**config.mk**
```make
export PLATFORM = sky130hd
export DESIGN_NAME = rgb_led_chain_serial_driver
export DESIGN_NICKNAME = d
export VERILOG_FILES = /design/src/hw/rtl/rlcsd_pkg.sv /design/src/hw/rtl/rgb_led_chain_serial_driver.sv
export SDC_FILE = /design/constraint.sdc
export NUM_CORES = 1
export LEC_CHECK = 0
export BUFFER_PORTS_ARGS = -buffer_cell sky130_fd_sc_hd__buf_2
export CAP_MARGIN = 10
export CELL_PAD_IN_SITES_DETAIL_PLACEMENT = 0
export CELL_PAD_IN_SITES_GLOBAL_PLACEMENT = 2
export CORE_MARGIN = 2
export CORE_UTILIZATION = 41
export DETAILED_ROUTE_END_ITERATION = 10
export PLACE_DENSITY_LB_ADDON = 0.1
export SLEW_MARGIN = 20
export SYNTH_ARGS = -nofsm -noshare
export SYNTH_HDL_FRONTEND = slang
export SYNTH_SLANG_ARGS = --single-unit
```
**constraint.sdc**
```tcl
create_clock -name clk -period 10.7 [get_ports clk]
set_input_delay 2.675 -clock clk [delete_from_list [all_inputs] [get_ports clk]]
set_output_delay 2.675 -clock clk [all_outputs]
set_load 0.03 [all_outputs]
```
**src/hw/rtl/rlcsd_pkg.sv**
```systemverilog
`default_nettype none

package rlcsd_pkg;

    // Fixed frame geometry.
    localparam int BITS_PER_LED = 24;
    localparam int BIT_POS_W    = 6;
    localparam int TICK_W       = 16;

    // Configuration register map, indexed by word address.
    localparam int            REG_IDX_W        = 2;
    localparam logic [1:0]    REG_ZERO_HIGH    = 2'd0;
    localparam logic [1:0]    REG_ONE_HIGH     = 2'd1;
    localparam logic [1:0]    REG_BIT_PERIOD   = 2'd2;
    localparam logic [1:0]    REG_RESET_LOW    = 2'd3;

    // Register reset values.
    localparam logic [7:0]    ZERO_HIGH_RST    = 8'd30;
    localparam logic [7:0]    ONE_HIGH_RST     = 8'd80;
    localparam logic [7:0]    BIT_PERIOD_RST   = 8'd125;
    localparam logic [15:0]   RESET_LOW_RST    = 16'd30000;

    // Input operation codes.
    localparam logic          OP_COLOR         = 1'b0;
    localparam logic          OP_TICK          = 1'b1;

    // LED selector code that addresses every LED.
    localparam logic [1:0]    SEL_ALL          = 2'd2;

    typedef enum logic [1:0] {
        PH_IDLE  = 2'd0,
        PH_RESET = 2'd1,
        PH_DATA  = 2'd2
    } phase_t;

endpackage

`default_nettype wire

```
**src/hw/rtl/rgb_led_chain_serial_driver.sv**
```systemverilog
// Each accepted input transaction yields its result transaction in the next cycle.
// Throughput: one transaction per cycle; the single output register frees itself
// in the same cycle its result is taken, so input stalls only while a result waits.
// In the reset and data phases, every tick transaction advances the line timing by one step of the pulse counter.
// Reset (rst_n low, asynchronous) clears the colors, the frame sequencer, the
// pending refresh and the output valid, and loads the default timing registers.
`default_nettype none

module rgb_led_chain_serial_driver #(
    parameter int LED_COUNT = 2
) (
    input  wire logic        clk,
    input  wire logic        rst_n,

    // Input channel
    input  wire logic        in_valid,
    output logic             in_stall,
    input  wire logic        op,
    input  wire logic [1:0]  led_select,
    input  wire logic [7:0]  red,
    input  wire logic [7:0]  green,
    input  wire logic [7:0]  blue,

    // Result channel
    output logic             out_valid,
    input  wire logic        out_stall,
    output logic             line_level,
    output logic             busy_res,
    output logic             frame_done,

    // Configuration port
    input  wire logic        psel,
    input  wire logic        penable,
    input  wire logic        pwrite,
    input  wire logic [3:0]  paddr,
    input  wire logic [31:0] pwdata,
    output logic [31:0]      prdata,
    output logic             pready
);

    import rlcsd_pkg::*;

    // Number of data bits in one frame.
    localparam int TOTAL_BITS = LED_COUNT * BITS_PER_LED;

    // ------------------------------------------------------------------
    // Configuration registers. Writes land on the access cycle; reads
    // return the register selected by the word address.
    // ------------------------------------------------------------------
    logic [7:0]          zero_high_reg;
    logic [7:0]          one_high_reg;
    logic [7:0]          bit_period_reg;
    logic [TICK_W-1:0]   reset_low_reg;
    logic                cfg_write;
    logic [REG_IDX_W-1:0] cfg_index;

    assign pready    = 1'b1;
    assign cfg_write = psel & penable & pwrite & pready;
    assign cfg_index = paddr[3:2];

    always_ff @(posedge clk or negedge rst_n)
    begin
        if (!rst_n)
        begin
            zero_high_reg  <= ZERO_HIGH_RST;
            one_high_reg   <= ONE_HIGH_RST;
            bit_period_reg <= BIT_PERIOD_RST;
            reset_low_reg  <= RESET_LOW_RST;
        end
        else if (cfg_write)
        begin
            unique case (cfg_index)
                REG_ZERO_HIGH:  zero_high_reg  <= pwdata[7:0];
                REG_ONE_HIGH:   one_high_reg   <= pwdata[7:0];
                REG_BIT_PERIOD: bit_period_reg <= pwdata[7:0];
                REG_RESET_LOW:  reset_low_reg  <= pwdata[TICK_W-1:0];
                default:        ;
            endcase
        end
    end

    always_comb
    begin
        unique case (cfg_index)
            REG_ZERO_HIGH:  prdata = {24'd0, zero_high_reg};
            REG_ONE_HIGH:   prdata = {24'd0, one_high_reg};
            REG_BIT_PERIOD: prdata = {24'd0, bit_period_reg};
            REG_RESET_LOW:  prdata = {16'd0, reset_low_reg};
            default:        prdata = 32'd0;
        endcase
    end

    // ------------------------------------------------------------------
    // Handshake. The result register is the only stage; a new transaction
    // is taken whenever that register is empty or being drained.
    // ------------------------------------------------------------------
    logic in_fire;
    logic out_valid_reg;
    logic line_level_reg;
    logic busy_reg;
    logic done_reg;

    assign in_stall = out_valid_reg & out_stall;
    assign in_fire  = in_valid & ~in_stall;

    // ------------------------------------------------------------------
    // Sequencer state.
    // ------------------------------------------------------------------
    logic [23:0]          color_reg [LED_COUNT];
    logic [23:0]          color_next [LED_COUNT];
    phase_t               phase_reg, phase_next;
    logic [TICK_W-1:0]    tick_reg, tick_next;
    logic [BIT_POS_W-1:0] bit_pos_reg, bit_pos_next;
    logic                 pending_reg, pending_next;
    logic                 last_level_reg, last_level_next;

    logic                 res_level;
    logic                 res_busy;
    logic                 res_done;

    // Bit currently on the wire: which LED, and which bit of it, MSB first.
    logic [1:0]           cur_led;
    logic [4:0]           cur_offset;
    logic [4:0]           cur_index;
    logic                 cur_bit;

    always_comb
    begin
        if (bit_pos_reg >= BIT_POS_W'(2 * BITS_PER_LED))
        begin
            cur_led    = 2'd2;
            cur_offset = 5'(bit_pos_reg - BIT_POS_W'(2 * BITS_PER_LED));
        end
        else if (bit_pos_reg >= BIT_POS_W'(BITS_PER_LED))
        begin
            cur_led    = 2'd1;
            cur_offset = 5'(bit_pos_reg - BIT_POS_W'(BITS_PER_LED));
        end
        else
        begin
            cur_led    = 2'd0;
            cur_offset = 5'(bit_pos_reg);
        end
        cur_index = 5'(BITS_PER_LED - 1) - cur_offset;
        cur_bit   = 1'b0;
        for (int i = 0; i < LED_COUNT; i++)
        begin
            if (cur_led == 2'(i))
            begin
                cur_bit = color_reg[i][cur_index];
            end
        end
    end

    // Timing terms. A zero period or reset length behaves as one tick.
    logic [TICK_W-1:0]    tick_inc;
    logic [7:0]           period_eff;
    logic [TICK_W-1:0]    reset_len_eff;
    logic [7:0]           high_ticks;
    logic [BIT_POS_W-1:0] bit_pos_inc;
    logic                 color_written;

    assign tick_inc      = tick_reg + TICK_W'(1);
    assign period_eff    = (bit_period_reg == 8'd0) ? 8'd1 : bit_period_reg;
    assign reset_len_eff = (reset_low_reg == '0) ? TICK_W'(1) : reset_low_reg;
    assign high_ticks    = cur_bit ? one_high_reg : zero_high_reg;
    assign bit_pos_inc   = bit_pos_reg + BIT_POS_W'(1);

    always_comb
    begin
        color_next      = color_reg;
        phase_next      = phase_reg;
        tick_next       = tick_reg;
        bit_pos_next    = bit_pos_reg;
        pending_next    = pending_reg;
        last_level_next = last_level_reg;
        res_level       = 1'b0;
        res_busy        = 1'b0;
        res_done        = 1'b0;
        color_written   = 1'b0;

        if (op == OP_COLOR)
        begin
            // Store the color; selectors beyond the chain are dropped.
            for (int i = 0; i < LED_COUNT; i++)
            begin
                if (led_select == SEL_ALL || led_select == 2'(i))
                begin
                    color_next[i] = {red, green, blue};
                    color_written = 1'b1;
                end
            end
            if (color_written)
            begin
                if (phase_reg == PH_IDLE)
                begin
                    phase_next   = PH_RESET;
                    tick_next    = '0;
                    bit_pos_next = '0;
                end
                else
                begin
                    pending_next = 1'b1;
                end
            end
            res_level = last_level_reg;
            res_busy  = (phase_next != PH_IDLE);
        end
        else
        begin
            unique case (phase_reg)
                PH_IDLE:
                begin
                    tick_next    = '0;
                    bit_pos_next = '0;
                end
                PH_RESET:
                begin
                    // Latch period: line held low.
                    res_busy  = 1'b1;
                    tick_next = tick_inc;
                    if (tick_inc >= reset_len_eff)
                    begin
                        phase_next   = PH_DATA;
                        tick_next    = '0;
                        bit_pos_next = '0;
                    end
                end
                PH_DATA:
                begin
                    res_busy  = 1'b1;
                    res_level = (tick_reg < {8'd0, high_ticks});
                    tick_next = tick_inc;
                    if (tick_inc >= {8'd0, period_eff})
                    begin
                        tick_next    = '0;
                        bit_pos_next = bit_pos_inc;
                        if ({1'b0, bit_pos_inc} >= (BIT_POS_W+1)'(TOTAL_BITS))
                        begin
                            // Last bit period of the frame; chain a new frame
                            // if colors changed while this one was running.
                            res_done     = 1'b1;
                            bit_pos_next = '0;
                            if (pending_reg)
                            begin
                                pending_next = 1'b0;
                                phase_next   = PH_RESET;
                            end
                            else
                            begin
                                phase_next = PH_IDLE;
                            end
                        end
                    end
                end
                default:
                begin
                    phase_next   = PH_IDLE;
                    tick_next    = '0;
                    bit_pos_next = '0;
                end
            endcase
            last_level_next = res_level;
        end
    end

    always_ff @(posedge clk or negedge rst_n)
    begin
        if (!rst_n)
        begin
            for (int i = 0; i < LED_COUNT; i++)
            begin
                color_reg[i] <= '0;
            end
            phase_reg      <= PH_IDLE;
            tick_reg       <= '0;
            bit_pos_reg    <= '0;
            pending_reg    <= 1'b0;
            last_level_reg <= 1'b0;
        end
        else if (in_fire)
        begin
            color_reg      <= color_next;
            phase_reg      <= phase_next;
            tick_reg       <= tick_next;
            bit_pos_reg    <= bit_pos_next;
            pending_reg    <= pending_next;
            last_level_reg <= last_level_next;
        end
    end

    // ------------------------------------------------------------------
    // Result register.
    // ------------------------------------------------------------------
    always_ff @(posedge clk or negedge rst_n)
    begin
        if (!rst_n)
        begin
            out_valid_reg <= 1'b0;
        end
        else if (in_fire)
        begin
            out_valid_reg <= 1'b1;
        end
        else if (!out_stall)
        begin
            out_valid_reg <= 1'b0;
        end
    end

    always_ff @(posedge clk)
    begin
        if (in_fire)
        begin
            line_level_reg <= res_level;
            busy_reg       <= res_busy;
            done_reg       <= res_done;
        end
    end

    assign out_valid  = out_valid_reg;
    assign line_level = line_level_reg;
    assign busy_res   = busy_reg;
    assign frame_done = done_reg;

endmodule

`default_nettype wire
```
After elaboration in Yosys (flattened, before gate mapping) --
Index checks and enable logic that the tools add are counted.
Cells by class: add/sub/neg operators 5, muxes and demuxes 52, equality and inequality tests 17, bitwise gates (word level) 6, order comparisons 7, reductions and logical operators 23
Operators by type and width (count):
- $pmux 32 s4 | 1
- $mux 16 | 6
- $mux 6 | 6
- $pmux 16 s2 | 1
- $mux 1 | 22
- $add 16x1->16 const B | 1
- $ge 16x16->1 | 1
- $ge 16x8->1 | 1
- $logic_not 16->1 | 1
- $lt 16x8->1 | 1
- $mux 2 | 8
- $mux 8 | 2
- $ge 6x6->1 const B | 2
- $pmux 6 s2 | 1
- $reduce_and 3->1 | 4
- $bmux 1 s5 | 2
- $mux 5 | 2
- $reduce_and 5->1 | 2
- $sub 5x5->5 const B | 2
- $ne 3x3->1 const B | 3
- $eq 2x1->1 const B | 4
- $eq 2x2->1 const B | 4
- $logic_not 2->1 | 4
- $logic_not 8->1 | 1
- other kinds (14) | 28
Word-level totals: flip-flop bits (word level) 118, output and inout bits 38

Depth between registers and ports, before layout --
Gate-level depths: netlist of the first run.
depth after elaboration 12, depth in mapped cells 16, mapped depth without buffers 15

Worst setup path after synthesis of the first run --
OpenSTA, ideal clock, no wires.
kind input to output, start point input paddr[2], end point output prdata[0], path slack 4.237 ns, buffers on the path 1, data required time 8.025 ns, stages on the path 2, arrival 3.788 ns, cells stage by stage buf_1 -> mux4_2
Between the ends: word-level cells in the longest chain between the ends 2
Ends and longest elaborated chain:
- start: declaration | line rgb_led_chain_serial_driver.sv:35 | input wire logic [3:0] paddr,
- $eq 2x2->1, or another cell as far along | line rgb_led_chain_serial_driver.sv:84 | unique case (cfg_index)
- $pmux 32 s4 * | line rgb_led_chain_serial_driver.sv:84
- end: declaration | line rgb_led_chain_serial_driver.sv:37 | output logic [31:0] prdata,
Mark *: on every way between the ends. The rest lies on a longest branch, timed or not. The select of a mux whose other input is x is not followed.

Worst setup path after layout of the first run --
Same ends and word-level chain as after synthesis.

==> results by group, run 1 <==
Drt
  • # DRC: 0
  • Via count: between 5,000 and 6,000
  • DRT antenna net count: 0
  • DRT Pass-1 Iters: 8
  • Wire per inst: 18.72 um
  • Final wirelength: 17,170 um
  • Drt first-iter violations: 324
  • Vias per inst: 5.459

STA
  • Final setup viols: 0
  • Worst Skew: 11.03 ps
  • Worst Max-Slew Pin Slew: 881.1 ps
  • Final hold vios: 0
  • RSZ-0062 raised after global routing: no
  • Setup TNS Final: 0 ps
  • Min Clock Period, post-route: 6490 ps
  • Relative slew slack: 41.26%
  • Final Cycle Share: between 60% and 70%
  • Achievable clock frequency: 154.1 MHz
  • Final Slew Violations: 0

Die
  • Die Area: 0.01823 mm^2
  • Starting Density: between 40% and 50%
  • Boundary Pins: 108
  • Die height: 135.0 um
  • Die width: about 140 um
  • # rows: 47
  • Core ar.: roughly 0.017 mm^2

Clock network
  • CTS buffer count: 17
  • Worst-path clk slew: 60 ps
  • CTS tree: built
  • CTS resizes: 0
  • Post-CTS setup buffers: 0
  • Clock root cell: clkbuf_16
  • Max Root-Sink Buffers: 2
  • Number of H-tree levels: 4
  • Sink Count: roughly 120
  • Hold_buf cts: 0
  • Worst-Skew Late Latency: 420 ps

Yosys
  • Post-synthesis register bit count: 118
  • YS warnings: 0
  • Synth top area share: 34.14%
  • Sequential-to-total area share from yosys stat: 42.51%
  • Syn Std Cell Area: 0.007037 mm^2
  • Syn avg cell area: 11.37 um^2
  • Fraction of registers with async set/reset: 97.46%
  • Area leader, netlist: dfrtp_1
  • Number of distinct library cells after synthesis: 74
  • Ranking of synthesized cells by area: dfrtp_1 (34%), mux2_2 (11%), ha_1 (7.5%), dfstp_2 (7.1%), mux4_2 (6.4%)
  • Most numerous cell in the Yosys netlist: dfrtp_1
  • Most used DFF post-synth: dfrtp_1
  • Post-synth top cells: dfrtp_1 (96), mux2_2 (69), nand2_1 (47)
  • Number of synthesized flops with an enable pin: 3
  • Synth Instances: 619

Critical path
  • WP data required: 8030 ps
  • Slowest-stage cell, CP: mux4_2
  • Startpoint types: input port
  • Crit-path cells: buf_2, mux4_2, buf_2
  • Cell mode on critical path: buf_2
  • CP Data Arrival Time: 3810 ps
  • Max FO, Critical Path: 12
  • Worst Setup End Kind: primary output
  • WS Path Type: in -> out
  • Largest stage delay, worst path: 600 ps

Flow run
  • Max_cap viols: 0

Layout
  • Largest register FFs: 48
  • Antenna fix cells: 0
  • Fin cells: about 920
  • Final net count: 797
  • Layout area overhead: 15.04%
  • Share of layout cells above drive strength 1: 34.29%

Global route
  • Global-route wire length before repair: 27,990 um
  • Vias in the first global route: 5,182
  • Total GRT Usage: around a fifth
  • Antenna violations before repair: 0
  • GRT Residual Overflow: 0
  • Largest net degree at the start of global routing: 73

Power and ir drop
  • PwrDens: 202.3 mW/mm^2
  • Pleak: 3.744 nW
  • Total power: 1.638 mW
  • Peak supply drop: about 0.12 mV

Hold path
  • Hold WC Path Type: reg -> reg

Placement
  • Global placement routability congestion: 0.7681
  • Port bufs: 72
  • Detailed-placement wirelength estimate: ~13,000 um
  • Placed Cells: 886

Run status
  • Outcome: completed
-- metal layers --
layer | vias up | share of wire, % | global-route usage [%]
met4 | 0 | 1.4 | 6.019
li1 | 2374 | - | -
met1 | 2516 | 49 | 28.83
met3 | 18 | 4.0 | 4.429
met2 | 98 | 46 | 30.09
met5 | - | 0 | 0
-- cell type report --
type,count,area (um^2)
Clock buffer,18,439.2
Clock inverter,13,146.4
Fill cell,1569,8606
Inverter,36,135.1
Multi-Input combinational cell,435,3707
Sequential cell,118,2992
Tap cell,220,275.3
Timing Repair Buffer,77,400.4
-- metrics by stage --
stage,hold slack (ps),setup slack (ps),util [%],instance area [um^2]
2_1_floorplan,473.9,4237,-,7093
3_3_place_gp,484.3,4243,44.94,7506
3_5_place_dp,493.1,4207,44.94,7506
4_1_cts,506.3,4208,48.45,8092
5_1_grt,520.1,4161,48.47,8095
6_report,501.8,4210,48.47,8095
-- kinds of logic (layout without fill, tap and decap cells) --
family / after synthesis / count (layout) / share of synthesized area [%]
and+or+nand+nor: 147 / 147 / 11.81
DFF: 118 / 118 / 42.51
muxes: 108 / 108 / 20.15
AOI/OAI and AO/OA: 107 / 107 / 10.46
buffers and inverters: 81 / 144 / 5.654
adders and majority gates: 42 / 42 / 7.468
xor gates and xnor gates: 14 / 14 / 1.849
other: 2 / 17 / 0.1067
-- power breakdown --
group / switching [mW] / total, mW / internal (mW) / leakage, nW
logic: 0.240 / 0.437 / 0.197 / 2.03
clock network: 0.219 / 0.570 / 0.351 / 0.292
registers: 0.0741 / 0.630 / 0.556 / 1.42
total: 0.534 / 1.64 / 1.10 / 3.74
-- placed cells by master (no fill, tap or decap), types with 20 or more instances in the layout --
| cell type | netlist | layout |
|---|---|---|
| buf_2 | 6 | 71 |
| mux2_2 | 69 | 69 |
| nand2_1 | 47 | 46 |
| nor2_1 | 21 | 21 |
| inv_1 | 36 | 36 |
| mux4_2 | 20 | 20 |
| ha_1 | 42 | 42 |
| o21ai_0 | 39 | 39 |
| dfrtp_1 | 96 | 96 |
-- worst paths after layout --
kind | slack, ps | end | depth (start not counted) | start
min | 500 | color_reg[25]$_DFFE_PN0P_ | 1 | color_reg[25]$_DFFE_PN0P_
max | 4210 | prdata[0] | 3 | paddr[2]
min reg2reg | 500 | color_reg[25]$_DFFE_PN0P_ | 1 | color_reg[25]$_DFFE_PN0P_
max reg2reg | 6040 | last_level_reg$_DFFE_PN0P_ | 13 | bit_pos_reg[0]$_DFFE_PN0P_
min in group asynchronous | 2250 | color_reg[31]$_DFFE_PN0P_ | 1 | rst_n
max in group asynchronous | 7110 | reset_low_reg[2]$_DFFE_PN0P_ | 2 | rst_n
-- critical path: cells and delay by family --
kind / cells / cell delay (ps)
buffers and inverters: 2 / 540
multiplexers: 1 / 600
Power figures use the tool's default switching activity.
==> inputs of run 2 (changes only) <==
--- a/config.mk
+++ b/config.mk
@@ -5,12 +5,13 @@
 export SDC_FILE = /design/constraint.sdc
 export NUM_CORES = 1
 export LEC_CHECK = 0
+export ABC_AREA = 1
 export BUFFER_PORTS_ARGS = -buffer_cell sky130_fd_sc_hd__buf_2
 export CAP_MARGIN = 10
 export CELL_PAD_IN_SITES_DETAIL_PLACEMENT = 0
 export CELL_PAD_IN_SITES_GLOBAL_PLACEMENT = 2
 export CORE_MARGIN = 2
-export CORE_UTILIZATION = 41
+export CORE_UTILIZATION = 31
 export DETAILED_ROUTE_END_ITERATION = 10
 export PLACE_DENSITY_LB_ADDON = 0.1
 export SLEW_MARGIN = 20
==> constraint.sdc (replaced) <==
create_clock -name clk -period 5.68 [get_ports clk]
set_input_delay 1.42 -clock clk [delete_from_list [all_inputs] [get_ports clk]]
set_output_delay 1.42 -clock clk [all_outputs]
set_load 0.03 [all_outputs]
==> run 2 against run 1 <==
- clock-buffer cell count grew 2
- sequential cell count is the same
- cell area grew 0.53%
- register-to-register slack lost 4200 ps
- largest power group unchanged
- synthesized cell count grew 36%
- clock skew grew 0.68 ps
- first-iteration DRC count shrank 31%
- die area grew 31%
- critical path depth grew 2
- largest cell class unchanged
==> results by group, run 2 <==
Run status
  • Outcome: completed

Yosys
  • Syn avg cell area: 8.368 um^2
  • Post-synthesis register bit count: about 120
  • Area leader, netlist: dfrtp_1
  • Number of synthesized flops with an enable pin: 3
  • Fraction of registers with async set/reset: 97.46%
  • Sequential-to-total area share from yosys stat: 42.61%
  • Syn Std Cell Area: 0.007020 mm^2
  • Synth top area share: 34.22%
  • Most numerous cell in the Yosys netlist: nand2_1
  • Ranking of synthesized cells by area: dfrtp_1 (34%), nand2_1 (12%), ha_1 (7.5%), dfstp_2 (7.1%), mux2_2 (5.8%)
  • YS warnings: 0
  • Synth Instances: 839
  • Most used DFF post-synth: dfrtp_1
  • Post-synth top cells: nand2_1 (216), inv_1 (100), dfrtp_1 (96)
  • Number of distinct library cells after synthesis: 50

Global route
  • GRT Residual Overflow: 0
  • Vias in the first global route: around 6,000
  • Largest net degree at the start of global routing: 43
  • Total GRT Usage: 17.02%
  • Global-route wire length before repair: 31,620 um
  • Antenna violations before repair: 0

Drt
  • DRT antenna net count: 0
  • Vias per inst: 4.762
  • Wire per inst: 16.05 um
  • Drt first-iter violations: 225
  • Via count: 5,752
  • Final wirelength: ~19,000 um
  • # DRC: 0
  • DRT Pass-1 Iters: 5

Placement
  • Global placement routability congestion: ~0.84
  • Placed instance area: 0.007586 mm^2
  • Port bufs: 72
  • Detailed-placement wirelength estimate: 14,140 um

Layout
  • Layout filler cell count: 2,333
  • Final net count: 1,022
  • Commonest non-fill, non-tap cell in the layout: nand2_1
  • Post-route cell area: 0.008138 mm^2
  • Multi-input gate area: 0.003456 mm^2
  • Sequential cell area: 0.002992 mm^2
  • Layout area overhead: 15.92%
  • Antenna fix cells: 0
  • Most frequent cells in the layout: nand2_1 (216), inv_1 (100), dfrtp_1 (96)
  • Largest register FFs: 48
  • Share of layout cells above drive strength 1: 22.10%

STA
  • RSZ-0062 raised after global routing: no
  • Final Slew Violations: 0
  • Setup TNS Final: 0 ps
  • Worst Max-Slew Pin Slew: 904.2 ps
  • Final Cycle Share: 73.06%
  • Final setup viols: 0
  • Final hold vios: 0
  • Worst Skew: 11.71 ps
  • Relative slew slack: around 40%
  • Achievable clock frequency: about 240 MHz
  • Min Clock Period, post-route: between 4000 and 5000 ps

Power and ir drop
  • PwrDens: 360.2 mW/mm^2
  • Peak supply drop: 0.1753 mV
  • Total power: 2.932 mW
  • Pleak: 4.059 nW

Critical path
  • Cell mode on critical path: buf_2
  • Reg2Reg Launch Point: bit_pos_reg[1]$_DFFE_PN0P_
  • Startpoint types: input port
  • Register-to-register setup slack: 1870 ps
  • CP bufs+invs: 2
  • Worst setup path endpoint: prdata[0]
  • CP Data Arrival Time: 2730 ps
  • WP data required: 4260 ps
  • Stages on worst setup path: 5
  • Max FO, Critical Path: 9
  • Slowest-stage cell, CP: nor2_1
  • Worst Setup End Kind: primary output
  • R2R depth: 18
  • WS Path Type: in -> out
  • CP delay by family, top: simple AND/OR/NAND/NOR gates
  • R2r endpoint: last_level_reg$_DFFE_PN0P_
  • Critical Path Start: paddr[3]
  • Crit-path cells: buf_2, nor2_1, nand2_1, o2111ai_1, buf_2
  • Largest stage delay, worst path: approximately 620 ps

Die
  • Die width: 154.5 um
  • # rows: 55
  • Starting Density: 31.29%
  • Boundary Pins: 108
  • Die height: 154.5 um
  • Core ar.: ~0.022 mm^2
  • Die Area: between 0.02 and 0.025 mm^2

Clock network
  • Hold_buf cts: 0
  • CTS tree: built
  • Worst-Skew Late Latency: 420 ps
  • CTS buffer count: 17
  • Post-CTS setup buffers: 0
  • Clock root cell: clkbuf_16
  • Max Root-Sink Buffers: 2
  • Sink Count: 118
  • Worst-path clk slew: 60 ps
  • CTS resizes: 0
  • Number of H-tree levels: 4

Flow run
  • Max_cap viols: 0

Hold path
  • Hold WC Path Type: reg -> reg
  • HP Start: out_valid$_DFFE_PN0P_
==> run 2: cell count changes in the layout (fill, tap and decap cells not counted), moves of 12 or more <==
cell	previous run	this run
mux2i_1	19	7
o21ai_0	39	62
inv_1	36	100
nand2_1	46	216
nand3_1	16	55
nor2_1	21	41
mux2_2	69	36
a21oi_1	12	30
mux4_2	20	0
==> run 2: per-layer routing <==
layer / GRT usage [%] / vias up / share of wire [%]
met4: 6.129 / 0 / 2.4
met5: 0 / - / 0
met3: 3.670 / 23 / 3.7
li1: - / 2866 / -
met1: 21.11 / 2742 / 45
met2: 29.21 / 121 / 48
==> run 2: layout make-up <==
class,count,area share (%)
Inverter,103,4.751
Clock inverter,12,0.9686
Clock buffer,20,5.750
Timing Repair Buffer,77,4.920
Tap cell,285,4.382
Sequential cell,118,36.76
Multi-Input combinational cell,593,42.47
==> run 2: worst register-to-register path: cells and delay by family, from the launching register on <==
family                     cells  cell delay (ps)
AOI/OAI and AO/OA              2              530
adders and majority gates      1              310
buffers and inverters          2              270
DFF                            1              580
muxes                          1              360
and+or+nand+nor               12             1720
==> run 2: worst min path at each step <==
stage                                         to  slack, ps  cells after the start
floorplan                pending_reg$_DFFE_PN0P_        440                      2
global placement         pending_reg$_DFFE_PN0P_        460                      2
detailed placement       pending_reg$_DFFE_PN0P_        470                      2
CTS                 reset_low_reg[3]$_DFFE_PN0P_        490                      2
global route               out_valid$_DFFE_PN0P_        500                      2
finish                     out_valid$_DFFE_PN0P_        480                      2
==> run 2: kinds of logic (layout without fill, tap and decap cells) <==
family                   after synthesis  count (layout)  share of synthesized area [%]
AO/OA/AOI/OAI                        127             127                          10.60
flip-flops                           118             118                          42.61
buffers and inverters                143             212                          9.107
adder cells (fa/ha/maj)               42              42                          7.485
XOR/XNOR                              12              12                          1.604
other                                  2              17                         0.1070
multiplexers                          43              43                          6.772
AND/OR/NAND/NOR                      352             352                          21.71
==> run 2: power by group <==
part	leakage (nW)	switching [mW]	total, mW	internal (mW)
sequential	1.43	0.0991	1.13	1.03
clock	0.267	0.422	1.01	0.592
combinational	2.36	0.502	0.784	0.282
==> run 2: per-stage QoR <==
| stage | utilization (%) | worst slack [ps] | instances | hold slack, ps |
|---|---|---|---|---|
| global placement | 33.81 | 1582 | 1176 | 458.2 |
| finish | 36.27 | 1530 | 1208 | 483.6 |
| detailed placement | 33.81 | 1548 | 1176 | 472.5 |
| floorplan | - | 1948 | 854 | 442.1 |
| global route | 36.27 | 1361 | 1208 | 501.0 |
| CTS | 36.25 | 1547 | 1208 | 488.7 |
==> inputs of run 3 (changes only) <==
==> constraint.sdc (replaced) <==
create_clock -name clk -period 3.77 [get_ports clk]
set_input_delay 0.9425 -clock clk [delete_from_list [all_inputs] [get_ports clk]]
set_output_delay 0.9425 -clock clk [all_outputs]
set_load 0.03 [all_outputs]
==> run 3 against run 2 <==
- routed wire length fell by 1.5%
- critical path type is now reg -> reg
- largest cell class unchanged
- sequential cell count did not move
- clock power rose by 60%
- clock skew fell by 1.8 ps
- cell area rose by 1.2%
- global-route usage fell by 0.38 points
- die area did not move
==> results by group, run 3 (synthesized netlist as in run 2, its figures left out) <==
STA
  • Final Slew Violations: 0
  • Relative slew slack: 58.70%
  • Final setup viols: 0
  • Worst Max-Slew Pin Slew: approximately 600 ps
  • Final Cycle Share: approximately 90%
  • Setup TNS Final: 0 ps
  • Min Clock Period, post-route: 3411 ps
  • Final hold vios: 0
  • RSZ-0062 raised after global routing: no
  • Worst Skew: approximately 9.9 ps
  • Achievable clock frequency: 293.2 MHz

Critical path
  • Cell mode on critical path: nand3_1
  • Largest stage delay, worst path: 440 ps
  • CP delay by family, top: simple AND/OR/NAND/NOR gates
  • R2R depth: 22
  • CP bufs+invs: 2
  • Worst Setup End Kind: register
  • Crit-path cells: ha_1, nand3_1, nor2_2, nand2_2, nor2_2, nand2_1, nor2_2, nand3_1, xor2_1, inv_1, ha_1, nand2_1, inv_1, nand3_1, nor3_1, nand3_1, nand3_1, nor2_1, nand2_1, nand3_4, nand2_1, o21ai_2
  • WP data required: 4060 ps
  • Critical Path Start: tick_reg[0]$_DFFE_PN0P_
  • Stages on worst setup path: 22
  • Startpoint types: register
  • CP Data Arrival Time: approximately 3700 ps
  • Max FO, Critical Path: 12
  • Slowest-stage cell, CP: dfrtp_1
  • Reg2Reg Launch Point: tick_reg[0]$_DFFE_PN0P_
  • WS Path Type: reg -> reg

Drt
  • DRT Pass-1 Iters: 4
  • Vias per inst: 4.705
  • Wire per inst: 15.72 um
  • Via count: 5,716
  • # DRC: 0
  • Drt first-iter violations: 224
  • DRT antenna net count: 0
  • Final wirelength: 19,100 um

Global route
  • Vias in the first global route: 5,954
  • Total GRT Usage: between 15 and 20%
  • GRT Residual Overflow: 0
  • Antenna violations before repair: 0
  • Largest net degree at the start of global routing: 75
  • Global-route wire length before repair: 31,280 um

Power and ir drop
  • PwrDens: 550.6 mW/mm^2
  • Peak supply drop: between 0.2 and 0.3 mV
  • Pleak: 4.122 nW

Layout
  • Share of layout cells above drive strength 1: between 20% and 30%
  • Post-route cell area: 0.008239 mm^2
  • Layout area overhead: 17.36%
  • Final net count: 1,029
  • Layout filler cell count: between 2,000 and 2,500
  • Most frequent cells in the layout: nand2_1 (216), inv_1 (100), dfrtp_1 (96)
  • Commonest non-fill, non-tap cell in the layout: nand2_1
  • Antenna fix cells: 0
  • Largest register FFs: 48
  • Multi-input gate area: 0.003458 mm^2
  • Fin cells: 1,215
  • Sequential cell area: 0.002992 mm^2

Placement
  • Global placement routability congestion: 0.8692
  • Port bufs: 72
  • Placed instance area: 0.007651 mm^2
  • Detailed-placement wirelength estimate: 14,090 um
  • Placed Cells: ~1,200

Clock network
  • Worst-path clk slew: 60 ps
  • Number of H-tree levels: 4
  • Post-CTS setup buffers: 0
  • Clock root cell: clkbuf_16
  • CTS resizes: 0
  • Max Root-Sink Buffers: 2
  • Hold_buf cts: 0
  • CTS tree: built
  • Worst-Skew Late Latency: between 400 and 500 ps
  • CTS buffer count: 17
  • Sink Count: 118

Hold path
  • HP Start: out_valid$_DFFE_PN0P_
  • Hold Path Depth: 2
  • Hold WC Path Type: reg -> reg

Die
  • Die Area: 0.02387 mm^2
  • Die width: 154.5 um
  • Die height: 154.5 um
  • # rows: 55
  • Boundary Pins: about 110
  • Starting Density: 31.29%
  • Core ar.: 0.02243 mm^2

Run status
  • Outcome: completed

Flow run
  • Max_cap viols: 0
-- run 3: power by group --
group | internal [mW] | leakage [nW] | total [mW] | switching [mW]
Clock | 1.02 | 0.279 | 1.62 | 0.597
Combinational | 0.447 | 2.41 | 1.21 | 0.758
Sequential | 1.56 | 1.43 | 1.71 | 0.155
Total | 3.03 | 4.12 | 4.54 | 1.51
-- run 3: final cells by class --
cell class	count	share of cell area (%)
Clock inverter	9	1.245
Timing Repair Buffer	84	5.649
Clock buffer	23	5.801
Tap cell	285	4.328
Sequential cell	118	36.31
Inverter	103	4.692
Multi-Input combinational cell	593	41.97
-- run 3: layer usage --
| layer | track usage, % | part of all wire [%] | wire length (um) |
|---|---|---|---|
| met1 | 20.72 | 46 | 8699 |
| met2 | 29.10 | 49 | 9358 |
| met3 | 3.895 | 4.0 | 764 |
| met4 | 4.233 | 1.5 | 280 |
| met5 | 0 | 0 | 0 |
-- run 3: path summary, 6_finish.rpt --
check / end / slack [ps]
worst max-delay path: bit_pos_reg[4]$_DFFE_PN0P_ / 360
worst min-delay path: out_valid$_DFFE_PN0P_ / 480
worst max register to register: bit_pos_reg[4]$_DFFE_PN0P_ / 360
worst min register to register: out_valid$_DFFE_PN0P_ / 480
max in group asynchronous: reset_low_reg[8]$_DFFE_PN1P_ / 2370
min in group asynchronous: color_reg[21]$_DFFE_PN0P_ / 530
-- run 3: per-stage QoR --
stage	utilization, %	setup slack (ps)	total power [mW]	hold WS, ps
2_1_floorplan	-	890.8	2.563	442.1
3_3_place_gp	34.10	349.9	2.924	462.6
3_5_place_dp	34.10	327.1	2.955	469.9
4_1_cts	36.69	294.8	4.599	483.1
5_1_grt	36.73	65.56	4.832	510.5
6_report	36.73	359.3	4.537	477.2
-- run 3: worst register-to-register path: cells and delay by family (launching register included) --
family / cells / cell delay, ps
AOI/OAI and AO/OA: 1 / 50
xor gates and xnor gates: 1 / 240
adders and majority gates: 2 / 490
buffers and inverters: 2 / 130
DFF: 1 / 440
and+or+nand+nor: 16 / 1940
